[src/hw/rtl/prfd_pkg.sv]
// Package for the padded reply frame deframer: framing bytes, status codes
// and the request/result item types. No dependencies.
`default_nettype none

package prfd_pkg;

   localparam logic [7:0] HeaderByte     = 8'h41;
   localparam logic [7:0] TrailerByte    = 8'h10;
   localparam logic [7:0] PadByte        = 8'h00;
   localparam logic [7:0] TimeoutLen     = 8'hFF;
   localparam logic [7:0] MaxLengthReset = 8'hFF;

   localparam int unsigned CsrAddrWidth = 3;
   localparam int unsigned CsrDataWidth = 32;

   // CSR word index (paddr[2])
   localparam logic CsrIdxMaxLength = 1'b0;

   typedef enum logic [2:0] {
      STATUS_BYTE    = 3'd0,
      STATUS_DONE    = 3'd1,
      STATUS_TIMEOUT = 3'd2,
      STATUS_TOOLONG = 3'd3,
      STATUS_PADDING = 3'd4
   } status_type;

   typedef struct packed {
      logic [7:0] rx_byte;
      logic       timed_out;
   } req_item_type;

   typedef struct packed {
      status_type status;
      logic [7:0] payload;
      logic [7:0] frame_length;
      logic       last;
   } rsp_item_type;

endpackage

`default_nettype wire

[src/hw/rtl/prfd_if.sv]
// Valid/ready channel interfaces for deframer requests and results.
// Depends on prfd_pkg for the status type.
`default_nettype none

interface prfd_req_if;
   logic       valid;
   logic       ready;
   logic [7:0] rx_byte;
   logic       timed_out;

   modport source (output valid, output rx_byte, output timed_out, input ready);
   modport sink (input valid, input rx_byte, input timed_out, output ready);
endinterface

interface prfd_rsp_if;
   logic                 valid;
   logic                 ready;
   prfd_pkg::status_type status;
   logic [7:0]           payload;
   logic [7:0]           frame_length;
   logic                 last;

   modport source (output valid, output status, output payload, output frame_length,
                   output last, input ready);
   modport sink (input valid, input status, input payload, input frame_length,
                 input last, output ready);
endinterface

`default_nettype wire

[src/hw/rtl/prfd_csr.sv]
// APB-style register block holding max_length.
// Depends on prfd_pkg for address/data widths and reset value.
`default_nettype none

module prfd_csr (
   input  wire logic                              clock,
   input  wire logic                              reset,
   input  wire logic                              psel,
   input  wire logic                              penable,
   input  wire logic                              pwrite,
   input  wire logic [prfd_pkg::CsrAddrWidth-1:0] paddr,
   input  wire logic [prfd_pkg::CsrDataWidth-1:0] pwdata,
   output logic      [prfd_pkg::CsrDataWidth-1:0] prdata,
   output logic                                   pready,
   output logic      [7:0]                        max_length
);

   logic [7:0] max_length_ff;
   logic [7:0] max_length_in;
   logic       wr_en;

   assign pready = 1'b1;
   assign wr_en  = psel && penable && pwrite && pready;

   always_comb begin
      max_length_in = max_length_ff;
      if (wr_en && (paddr[2] == prfd_pkg::CsrIdxMaxLength)) begin
         max_length_in = pwdata[7:0];
      end
   end

   always_ff @(posedge clock) begin
      if (reset) begin
         max_length_ff <= prfd_pkg::MaxLengthReset;
      end else begin
         max_length_ff <= max_length_in;
      end
   end

   always_comb begin
      prdata = '0;
      if (paddr[2] == prfd_pkg::CsrIdxMaxLength) begin
         prdata = {{(prfd_pkg::CsrDataWidth-8){1'b0}}, max_length_ff};
      end
   end

   assign max_length = max_length_ff;

endmodule

`default_nettype wire

[src/hw/rtl/prfd_fsm.sv]
// Frame state machine: phase, remaining count and length; computes the
// result of one request combinationally. Depends on prfd_pkg.
`default_nettype none

module prfd_fsm (
   input  wire logic                   clock,
   input  wire logic                   reset,
   input  wire logic                   step,
   input  wire prfd_pkg::req_item_type item,
   input  wire logic [7:0]             max_length,
   output logic                        has_result,
   output prfd_pkg::rsp_item_type      result
);

   typedef enum logic [4:0] {
      PHASE_HUNT    = 5'b00001,
      PHASE_LEN     = 5'b00010,
      PHASE_DATA    = 5'b00100,
      PHASE_PAD     = 5'b01000,
      PHASE_TRAILER = 5'b10000
   } phase_type;

   phase_type  phase_ff, phase_in;
   logic [7:0] remaining_ff, remaining_in;
   logic [7:0] length_seen_ff, length_seen_in;
   logic [7:0] len;

   assign len = item.timed_out ? prfd_pkg::TimeoutLen : item.rx_byte;

   always_comb begin
      phase_in       = phase_ff;
      remaining_in   = remaining_ff;
      length_seen_in = length_seen_ff;
      has_result     = 1'b0;
      result         = '{status: prfd_pkg::STATUS_BYTE, payload: 8'd0,
                         frame_length: 8'd0, last: 1'b0};
      case (phase_ff)
         PHASE_LEN: begin
            if (len > max_length) begin
               phase_in      = PHASE_HUNT;
               remaining_in  = 8'd0;
               has_result    = 1'b1;
               result.status = prfd_pkg::STATUS_TOOLONG;
               result.last   = 1'b1;
            end else begin
               length_seen_in = len;
               remaining_in   = len;
               phase_in       = (len == 8'd0) ? PHASE_TRAILER : PHASE_DATA;
            end
         end
         PHASE_DATA: begin
            has_result = 1'b1;
            if (item.timed_out) begin
               phase_in      = PHASE_HUNT;
               remaining_in  = 8'd0;
               result.status = prfd_pkg::STATUS_TIMEOUT;
               result.last   = 1'b1;
            end else begin
               phase_in       = PHASE_PAD;
               result.payload = item.rx_byte;
            end
         end
         PHASE_PAD: begin
            if (item.timed_out || (item.rx_byte != prfd_pkg::PadByte)) begin
               phase_in      = PHASE_HUNT;
               remaining_in  = 8'd0;
               has_result    = 1'b1;
               result.status = prfd_pkg::STATUS_PADDING;
               result.last   = 1'b1;
            end else begin
               remaining_in = remaining_ff - 8'd1;
               phase_in     = (remaining_ff == 8'd1) ? PHASE_TRAILER : PHASE_DATA;
            end
         end
         PHASE_TRAILER: begin
            has_result   = 1'b1;
            phase_in     = PHASE_HUNT;
            remaining_in = 8'd0;
            result.last  = 1'b1;
            if (item.timed_out || (item.rx_byte != prfd_pkg::TrailerByte)) begin
               // no separate code for a bad trailer
               result.status = prfd_pkg::STATUS_TIMEOUT;
            end else begin
               result.status       = prfd_pkg::STATUS_DONE;
               result.frame_length = length_seen_ff;
            end
         end
         default: begin
            // hunting; unknown codes fall here too
            phase_in = PHASE_HUNT;
            if (item.timed_out) begin
               remaining_in  = 8'd0;
               has_result    = 1'b1;
               result.status = prfd_pkg::STATUS_TIMEOUT;
               result.last   = 1'b1;
            end else if (item.rx_byte == prfd_pkg::HeaderByte) begin
               phase_in = PHASE_LEN;
            end
         end
      endcase
   end

   always_ff @(posedge clock) begin
      if (reset) begin
         phase_ff       <= PHASE_HUNT;
         remaining_ff   <= 8'd0;
         length_seen_ff <= 8'd0;
      end else if (step) begin
         phase_ff       <= phase_in;
         remaining_ff   <= remaining_in;
         length_seen_ff <= length_seen_in;
      end
   end

   a_hunt_no_remaining: assert property (@(posedge clock) disable iff (reset)
      (phase_ff == PHASE_HUNT) |-> (remaining_ff == 8'd0))
      else $error("remaining count nonzero while hunting");

   a_data_has_remaining: assert property (@(posedge clock) disable iff (reset)
      (phase_ff == PHASE_DATA) |-> (remaining_ff != 8'd0))
      else $error("data phase with no bytes remaining");

   a_last_pad_to_trailer: assert property (@(posedge clock) disable iff (reset)
      (step && (phase_ff == PHASE_PAD) && !item.timed_out &&
       (item.rx_byte == prfd_pkg::PadByte) && (remaining_ff == 8'd1))
      |=> (phase_ff == PHASE_TRAILER))
      else $error("final pad did not move to trailer");

endmodule

`default_nettype wire

[src/hw/rtl/padded_reply_frame_deframer.sv]
// Padded reply frame deframer, top level: request register, frame FSM,
// result register and CSR port. Depends on prfd_pkg, prfd_if, prfd_csr, prfd_fsm.
// The result of a held request, if any, enters the result register when the FSM steps.
// Throughput: one request per cycle while results are drained; the request register and the result
// register decouple the two channels, so a request can be taken while a result waits.
// Reset: synchronous, active high; FSM hunts for the header, max_length = 255.
`default_nettype none

module padded_reply_frame_deframer (
   input  wire logic                              clock,
   input  wire logic                              reset,
   prfd_req_if.sink                               req_ch,
   prfd_rsp_if.source                             rsp_ch,
   input  wire logic                              csr_psel,
   input  wire logic                              csr_penable,
   input  wire logic                              csr_pwrite,
   input  wire logic [prfd_pkg::CsrAddrWidth-1:0] csr_paddr,
   input  wire logic [prfd_pkg::CsrDataWidth-1:0] csr_pwdata,
   output logic      [prfd_pkg::CsrDataWidth-1:0] csr_prdata,
   output logic                                   csr_pready
);

   // request register
   logic                   in_valid_ff, in_valid_in;
   prfd_pkg::req_item_type in_ff;

   // result register
   logic                   out_valid_ff, out_valid_in;
   prfd_pkg::rsp_item_type out_ff;

   logic                   req_fire;
   logic                   step;
   logic                   has_result;
   prfd_pkg::rsp_item_type result;
   logic [7:0]             max_length;

   prfd_csr u_csr (
      .clock      (clock),
      .reset      (reset),
      .psel       (csr_psel),
      .penable    (csr_penable),
      .pwrite     (csr_pwrite),
      .paddr      (csr_paddr),
      .pwdata     (csr_pwdata),
      .prdata     (csr_prdata),
      .pready     (csr_pready),
      .max_length (max_length)
   );

   prfd_fsm u_fsm (
      .clock      (clock),
      .reset      (reset),
      .step       (step),
      .item       (in_ff),
      .max_length (max_length),
      .has_result (has_result),
      .result     (result)
   );

   // The held request is processed when it makes no result, or when the
   // result register is empty or being drained this cycle.
   assign step     = in_valid_ff && (!has_result || !out_valid_ff || rsp_ch.ready);
   assign req_ch.ready = !in_valid_ff || step;
   assign req_fire = req_ch.valid && req_ch.ready;

   always_comb begin
      in_valid_in = in_valid_ff;
      if (req_fire) begin
         in_valid_in = 1'b1;
      end else if (step) begin
         in_valid_in = 1'b0;
      end
   end

   always_comb begin
      out_valid_in = out_valid_ff;
      if (step && has_result) begin
         out_valid_in = 1'b1;
      end else if (rsp_ch.ready) begin
         out_valid_in = 1'b0;
      end
   end

   always_ff @(posedge clock) begin
      if (reset) begin
         in_valid_ff  <= 1'b0;
         out_valid_ff <= 1'b0;
      end else begin
         in_valid_ff  <= in_valid_in;
         out_valid_ff <= out_valid_in;
      end
   end

   // payload registers, no reset
   always_ff @(posedge clock) begin
      if (req_fire) begin
         in_ff <= '{rx_byte: req_ch.rx_byte, timed_out: req_ch.timed_out};
      end
      if (step && has_result) begin
         out_ff <= result;
      end
   end

   assign rsp_ch.valid        = out_valid_ff;
   assign rsp_ch.status       = out_ff.status;
   assign rsp_ch.payload      = out_ff.payload;
   assign rsp_ch.frame_length = out_ff.frame_length;
   assign rsp_ch.last         = out_ff.last;

   a_reset_clears_rsp: assert property (@(posedge clock)
      reset |=> !out_valid_ff)
      else $error("result valid after reset");

   a_byte_not_last: assert property (@(posedge clock) disable iff (reset)
      (out_valid_ff && !out_ff.last) |-> (out_ff.status == prfd_pkg::STATUS_BYTE))
      else $error("non-last result is not a payload byte");

   a_no_result_lost: assert property (@(posedge clock) disable iff (reset)
      (step && has_result) |-> (!out_valid_ff || rsp_ch.ready))
      else $error("result overwrote an undelivered result");

endmodule

`default_nettype wire
[src/flat_wrapper.sv]
// flat-port wrapper written by rule: the top's interface ports become plain ports
module padded_reply_frame_deframer_flat 
  (clock, reset, csr_psel, csr_penable, csr_pwrite, csr_paddr, csr_pwdata, csr_prdata, csr_pready, req_ch_valid, req_ch_rx_byte, req_ch_timed_out, req_ch_ready, rsp_ch_valid, rsp_ch_status, rsp_ch_payload, rsp_ch_frame_length, rsp_ch_last, rsp_ch_ready);
  prfd_req_if req_ch_i ();
  prfd_rsp_if rsp_ch_i ();
  input  wire logic clock;
  input  wire logic reset;
  input  wire logic csr_psel;
  input  wire logic csr_penable;
  input  wire logic csr_pwrite;
  input  wire logic [prfd_pkg::CsrAddrWidth-1:0] csr_paddr;
  input  wire logic [prfd_pkg::CsrDataWidth-1:0] csr_pwdata;
  output logic      [prfd_pkg::CsrDataWidth-1:0] csr_prdata;
  output logic csr_pready;
  input wire logic [$bits(req_ch_i.valid)-1:0] req_ch_valid;
  input wire logic [$bits(req_ch_i.rx_byte)-1:0] req_ch_rx_byte;
  input wire logic [$bits(req_ch_i.timed_out)-1:0] req_ch_timed_out;
  output wire logic [$bits(req_ch_i.ready)-1:0] req_ch_ready;
  output wire logic [$bits(rsp_ch_i.valid)-1:0] rsp_ch_valid;
  output wire logic [$bits(rsp_ch_i.status)-1:0] rsp_ch_status;
  output wire logic [$bits(rsp_ch_i.payload)-1:0] rsp_ch_payload;
  output wire logic [$bits(rsp_ch_i.frame_length)-1:0] rsp_ch_frame_length;
  output wire logic [$bits(rsp_ch_i.last)-1:0] rsp_ch_last;
  input wire logic [$bits(rsp_ch_i.ready)-1:0] rsp_ch_ready;
  assign req_ch_i.valid = req_ch_valid;
  assign req_ch_i.rx_byte = req_ch_rx_byte;
  assign req_ch_i.timed_out = req_ch_timed_out;
  assign req_ch_ready = req_ch_i.ready;
  assign rsp_ch_valid = rsp_ch_i.valid;
  assign rsp_ch_status = rsp_ch_i.status;
  assign rsp_ch_payload = rsp_ch_i.payload;
  assign rsp_ch_frame_length = rsp_ch_i.frame_length;
  assign rsp_ch_last = rsp_ch_i.last;
  assign rsp_ch_i.ready = rsp_ch_ready;
  padded_reply_frame_deframer u_core (.clock(clock), .reset(reset), .req_ch(req_ch_i), .rsp_ch(rsp_ch_i), .csr_psel(csr_psel), .csr_penable(csr_penable), .csr_pwrite(csr_pwrite), .csr_paddr(csr_paddr), .csr_pwdata(csr_pwdata), .csr_prdata(csr_prdata), .csr_pready(csr_pready));
endmodule
[config.mk]
export PLATFORM = sky130hd
export DESIGN_NAME = padded_reply_frame_deframer_flat
export DESIGN_NICKNAME = d
export VERILOG_FILES = /design/src/hw/rtl/prfd_pkg.sv /design/src/hw/rtl/prfd_if.sv /design/src/hw/rtl/prfd_csr.sv /design/src/hw/rtl/prfd_fsm.sv /design/src/hw/rtl/padded_reply_frame_deframer.sv /design/src/flat_wrapper.sv
export SDC_FILE = /design/constraint.sdc
export NUM_CORES = 1
export LEC_CHECK = 0
export BUFFER_PORTS_ARGS = -buffer_cell sky130_fd_sc_hd__buf_2
export CORE_MARGIN = 5
export CORE_UTILIZATION = 55
export DETAILED_ROUTE_END_ITERATION = 10
export GPL_ROUTABILITY_DRIVEN = 0
export PLACE_DENSITY = 0.95
export RECOVER_POWER = 25
export SLEW_MARGIN = 40
export SYNTH_ARGS = -nofsm -noshare
export SYNTH_HDL_FRONTEND = slang
export SYNTH_SLANG_ARGS = --single-unit
[constraint.sdc]
create_clock -name clock -period 8.6 [get_ports clock]
set_clock_uncertainty 0.1 [all_clocks]
set_input_delay 0.86 -clock clock [delete_from_list [all_inputs] [get_ports clock]]
set_output_delay 0.86 -clock clock [all_outputs]
set_load 0.01 [all_outputs]
Yosys cells after proc, flatten, opt, wreduce, memory -nomap -nowiden
Cells that the tools add are included.
{"block": "word_totals", "word_cells": 77, "out_inout_bits": 55, "input_bits": 51, "reg_bits": 60}
{"block": "classes", "eq_ne": 7, "n_bitwise": 4, "n_reduce_logical": 24, "mux": 28, "order_cmp": 1, "add_sub_neg": 1}
{"op": "$mux W8", "count": 5}
{"op": "$pmux W8 S3", "count": 1}
{"op": "$mux W5", "count": 4}
{"op": "$pmux W5 S4", "count": 1}
{"op": "$mux W2", "count": 5}
{"op": "$pmux W3 S3", "count": 1}
{"op": "$eq A8 B1 Y1 const B", "count": 1}
{"op": "$eq A8 B7 Y1 const B", "count": 1}
{"op": "$gt A8 B8 Y1", "count": 1}
{"op": "$logic_not A8 Y1", "count": 1}
{"op": "$ne A8 B5 Y1 const B", "count": 1}
{"op": "$reduce_bool A8 Y1", "count": 1}
{"op": "$sub A8 B1 Y8 const B", "count": 1}
{"op": "$mux W1", "count": 7}
{"op": "$logic_and A1 B1 Y1", "count": 6}
{"op": "$pmux W1 S3", "count": 2}
{"op": "$reduce_or A2 Y1", "count": 3}
{"op": "$eq A5 B2 Y1 const B", "count": 1}
{"op": "$eq A5 B3 Y1 const B", "count": 1}
{"op": "$eq A5 B4 Y1 const B", "count": 1}
{"op": "$eq A5 B5 Y1 const B", "count": 1}
{"op": "$logic_or A1 B1 Y1", "count": 5}
{"op": "$mux W4", "count": 1}
{"op": "$not A1 Y1", "count": 4}
{"op": "6 further kinds", "count": 9}

Depth between registers and ports, before layout
{"block": "depth", "word_depth": 11, "mapped_depth": 10, "depth_no_buf": 8}

Hierarchy
Synthesis repeated with hierarchy kept, for this count alone.
{"block": "unflattened", "hier_cells": 319, "hier_area_um2": 3114.2}
{"module": "prfd_fsm", "cells_per_inst": 207, "seq_area_each_um2": 420.4, "area_per_inst_um2": 1544.0, "instances": 1}
{"module": "padded_reply_frame_deframer", "cells_per_inst": 41, "seq_area_each_um2": 910.9, "area_per_inst_um2": 974.7, "instances": 1}
{"module": "prfd_csr", "cells_per_inst": 71, "seq_area_each_um2": 160.2, "area_per_inst_um2": 595.6, "instances": 1}

Least setup slack after synthesis
No wires, ideal clock.
{"block": "synth_timing", "path_kind": "register to register", "start": "register u_core.in_ff[0] (netlist bit)", "end": "register u_core.in_ff[0] (netlist bit), enable pin", "t_arrival_ns": 3.043, "setup_slack_ns": 5.068, "setup_ns": 0.389, "required_time_ns": 8.111, "stages_incl_launch_ff": 11, "path_buffers": 2, "cell_sequence": "edfxtp_1 > clkbuf_1 > or2_2 > ha_1 > nor2b_1 > o21ai_0 > nor4bb_1 > o21a_1 > buf_2 > a21oi_1 > a21boi_0"}
{"block": "synth_via", "elab_chain_len": 10, "word_cells_on_any_way": 13}
{"item": "start: declaration", "line_no": "padded_reply_frame_deframer.sv:25", "text": "prfd_pkg::req_item_type in_ff;"}
{"item": "start signal: assignment", "line_no": "padded_reply_frame_deframer.sv:97", "text": "in_ff <= '{rx_byte: req_ch.rx_byte, timed_out: req_ch.timed_out};"}
{"item": "$mux W8", "line_no": "prfd_fsm.sv:28", "text": "assign len = item.timed_out ? prfd_pkg::TimeoutLen : item.rx_byte;"}
{"item": "via u_core.u_fsm.len[1]", "line_no": "prfd_fsm.sv:26", "text": "logic [7:0] len;"}
{"item": "$gt A8 B8 Y1", "line_no": "prfd_fsm.sv:39", "text": "if (len > max_length) begin"}
{"item": "$mux W1", "line_no": "prfd_fsm.sv:39"}
{"item": "$pmux W1 S3", "line_no": "prfd_fsm.sv:37", "text": "case (phase_ff)"}
{"item": "$logic_not A1 Y1", "line_no": "padded_reply_frame_deframer.sv:62", "text": "assign step = in_valid_ff && (!has_result || !out_valid_ff || rsp_ch.ready);"}
{"item": "$logic_or A1 B1 Y1 (2 in a row)", "line_no": "padded_reply_frame_deframer.sv:62"}
{"item": "$logic_and A1 B1 Y1", "line_no": "padded_reply_frame_deframer.sv:62"}
{"item": "$logic_or A1 B1 Y1", "line_no": "padded_reply_frame_deframer.sv:63", "text": "assign req_ch.ready = !in_valid_ff || step;"}
{"item": "$logic_and A1 B1 Y1", "line_no": "padded_reply_frame_deframer.sv:64", "text": "assign req_fire = req_ch.valid && req_ch.ready;"}
The timed path passes the listed nets, and every way through them passes these cells.
A chain may end at the register's enable or synchronous reset.

Final worst setup path
{"block": "layout_timing", "start": "register u_core.in_ff[0] (netlist bit)", "end": "output port req_ch_ready"}
{"block": "layout_via", "elab_chain_len": 9, "word_cells_on_any_way": 12}
{"item": "$mux W8", "line_no": "prfd_fsm.sv:28"}
{"item": "via u_core.u_fsm.len[1]", "line_no": "prfd_fsm.sv:26"}
{"item": "$gt A8 B8 Y1", "line_no": "prfd_fsm.sv:39"}
{"item": "$mux W1", "line_no": "prfd_fsm.sv:39"}
{"item": "$pmux W1 S3", "line_no": "prfd_fsm.sv:37"}
{"item": "$logic_not A1 Y1", "line_no": "padded_reply_frame_deframer.sv:62"}
{"item": "$logic_or A1 B1 Y1 (2 in a row)", "line_no": "padded_reply_frame_deframer.sv:62"}
{"item": "$logic_and A1 B1 Y1", "line_no": "padded_reply_frame_deframer.sv:62"}
{"item": "$logic_or A1 B1 Y1", "line_no": "padded_reply_frame_deframer.sv:63"}
{"item": "end: declaration", "line_no": "flat_wrapper.sv:18", "text": "output wire logic [$bits(req_ch_i.ready)-1:0] req_ch_ready;"}
The timed path passes the listed nets, and every way through them passes these cells.

==> flow_summary_export.csv <==
group,metric,value,unit
sta,max_slew_margin,46.02,%
placement,detailed_place_hpwl,5.230,mm
finish,synthToLayoutAreaGrowth,13.50,%
finish,antenna_cells,0,
floorplan,placeableCoreArea,0.005574,sq mm
setup_path,critical_path.startpoint,"u_core.in_ff[0]",
route,drtAntennaViolNets,0,
global_route,grtUsageTotal,20.33,%
setup_path,critPathCaptureType,"output pin",
sta,final-hold-violation-count,0,
synthesis,syn-mean-instance-area,9.959,sq um
floorplan,floorplan.io_pins,106,
sta,timing.final.crit_period,4.274,ns
synthesis,postSynthCellCount,322,
sta,period_share,49.69,%
synthesis,ys_seq_area_share,46.51,%
clocking,tritoncts,"yes",
clocking,post-cts-setup-buffers,0,
power,power.density,185.5,mW/mm^2
sta,max_slew.worst_pin.slew,0.8097,ns
power,peakVddDrop,0.0001937,V
finish,layoutNonFillerInstCount,449,
placement,cells_after_dpl,433,
clocking,cts_resized,0,
route,dr.pass1.iters,5,
power,power.static_leakage,0.001483,uW
sta,rsz0062_at_grt,"no",
setup_path,worstPathMaxFanout,14,
hold_path,hp-start,"u_core.u_fsm.length_seen_ff[2]",
clocking,cts.root.buffer_cell,"clkbuf_8",
clocking,cts_max_path_buffers,2,
synthesis,netlist.area_leader.share,27.16,%
run_status,status,"finished, final reports clean",
setup_path,r2r_start,"u_core.in_ff[0]",
clocking,ctsHtreeMaxLevel,3,
finish,layout_cell_share_with_drive_strength_beyond_1,20.42,%
global_route,first_global_vias,2471,
global_route,grt_overflow,0,
clocking,cts.hold.buffers_added,0,
route,detail_route.wirelength,7.332,mm
synthesis,synth-edff-count,29,
global_route,global_route_wire_length_before_repair,11.77,mm
route,num_vias,2542,
floorplan,start_util,57.53,%
synthesis,synth_cell_types,53,
synthesis,async_set_or_reset_flop_fraction_in_the_synthesized_netlist,0,%
sta,slew_viol_final,0,
setup_path,required,7.64,ns
finish,num-fill-cells,431,
clocking,worstSkewPairLatency,0.34,ns
floorplan,die_width,86.36,microns
sta,fin_hold_ws,0.4016,ns
synthesis,post_synth_instance_area,0.003207,sq mm
floorplan,die_y,86.36,microns
placement,place_ws,4.784,ns
synthesis,synth_seq_cells,60,
synthesis,synth.largest_area_cell,"edfxtp_1",
sta,totalNegativeSetupSlack,0,ns
clocking,cts_buffers,9,
synthesis,synth.top_cells.by_area,"edfxtp_1 (27%), dfxtp_1 (19%), buf_4 (5.9%), a211oi_1 (4.7%), ha_1 (3.9%)",
setup_path,crit_arrival,3.31,ns
finish,nets,433,
placement,io_buffers,54,
sta,final.setup.worst_slack,4.326,ns
synthesis,synth.top_cells.by_count,"nor2_1 (32), dfxtp_1 (31), edfxtp_1 (29), buf_4 (25), a211oi_1 (20)",
synthesis,synth_ff_type,"dfxtp_1",
clocking,clk_pin_slew,0.07,ns
setup_path,crit_type,"reg -> out",
hold_path,worst_hold_path_type,"reg -> reg",
floorplan,die_area,0.007458,sq mm
synthesis,synthesis.yosys.warnings,0,
sta,f_max,234.0,MHz
clocking,cts_sinks,60,
route,drc,0,
route,first_iter_violations,256,
route,via_per_inst,5.661,
route,route.detailed.wl_per_inst,16.33,microns
synthesis,most_common_cell_in_the_netlist,"nor2_1",
finish,finalCoreUtilization,65.30,%
global_route,antenna_found_initial,0,
global_route,grt_max_degree,29,
run,number_of_max_cap_violations,0,
setup_path,worstSetupStartpointType,"flip-flop",
sta,finalSetupViolCount,0,
floorplan,count_of_standard_cell_rows,27,
## logic make-up after synthesis
| logic type | after synthesis | share of synthesized area [%] |
|---|---|---|
| flip-flops | 60 | 46.51 |
| buffers and inverters | 54 | 9.403 |
| AND/OR/NAND/NOR | 110 | 18.81 |
| other | 2 | 0.2342 |
| AO/OA/AOI/OAI | 70 | 16.43 |
| XOR/XNOR | 7 | 1.912 |
| multiplexers | 9 | 2.809 |
| adder cells (fa/ha/maj) | 10 | 3.902 |
## worst paths after layout
path	endpoint	slack [ns]	depth (start not counted)
worst max-delay path	req_ch_ready	4.33	9
worst min-delay path	u_core.u_fsm.length_seen_ff[2]	0.40	2
worst max register to register	u_core.in_ff[6]	4.94	8
worst min register to register	u_core.u_fsm.length_seen_ff[2]	0.40	2
## cell type report
class                      instances  area, sq um  share of cell area (%)
clock buffer                      12        155.1                   4.263
clock inverter                     4        72.57                   1.994
inverter                          15        56.30                   1.547
multi-input combinational        231         1504                   41.32
sequential                        60         1491                   40.98
tap                               72        90.09                   2.475
timing repair buffer              55        270.3                   7.425
## cell usage in the layout, fill, tap and decap left out, types with 9 or more instances in the layout
cell type  netlist  layout
mux2i_1          9       9
inv_1           15      15
buf_2            4      48
edfxtp_1        29      29
a21oi_1          9       9
a211oi_1        20      20
ha_1            10      10
and2_1          17       9
conb_1           2      25
nor2_1          32      32
clkbuf_8         0      11
nand2_1         17      17
dfxtp_1         31      31
## report_power, final
part | switching (uW) | internal [uW]
Clock | 107 | 178
Combinational | 44.9 | 27.6
Sequential | 9.12 | 308
Total | 161 | 514
## metal layers
| metal | track usage (%) | wire length, microns |
|---|---|---|
| met1 | 24.94 | 2870 |
| met2 | 31.50 | 3439 |
| met3 | 4.658 | 638 |
| met4 | 14.16 | 384 |
| met5 | 0 | 0 |
## metrics by stage
step	total power (uW)	cell area [sq um]
final	675.3	3640
after global routing	699.8	3640
after CTS	678.5	3643
after detailed placement	393.4	3416
after global placement	389.0	3416
after floorplan	379.9	3293
## flip-flops by register name, summed over array words and instances, names as in the netlist, 3 cells and up
name / flops
u_core.u_fsm.phase_ff: 5
u_core.rsp_ch.frame_length: 8
u_core.rsp_ch.status: 3
u_core.u_fsm.length_seen_ff: 8
u_core.u_fsm.remaining_ff: 8
u_core.rsp_ch.payload: 8
u_core.u_csr.max_length: 8
u_core.in_ff: 9
## critical path, stage by stage, from the launching register on
cell      delay [ns]
edfxtp_1        0.57
or2_2           0.42
ha_1            0.33
nor2b_1         0.13
o21ai_0         0.18
nor4bb_1        0.39
o21a_1          0.52
a21oi_1         0.19
nand2_1         0.10
buf_2           0.13
Note: power is estimated with default switching activity, not from simulation.
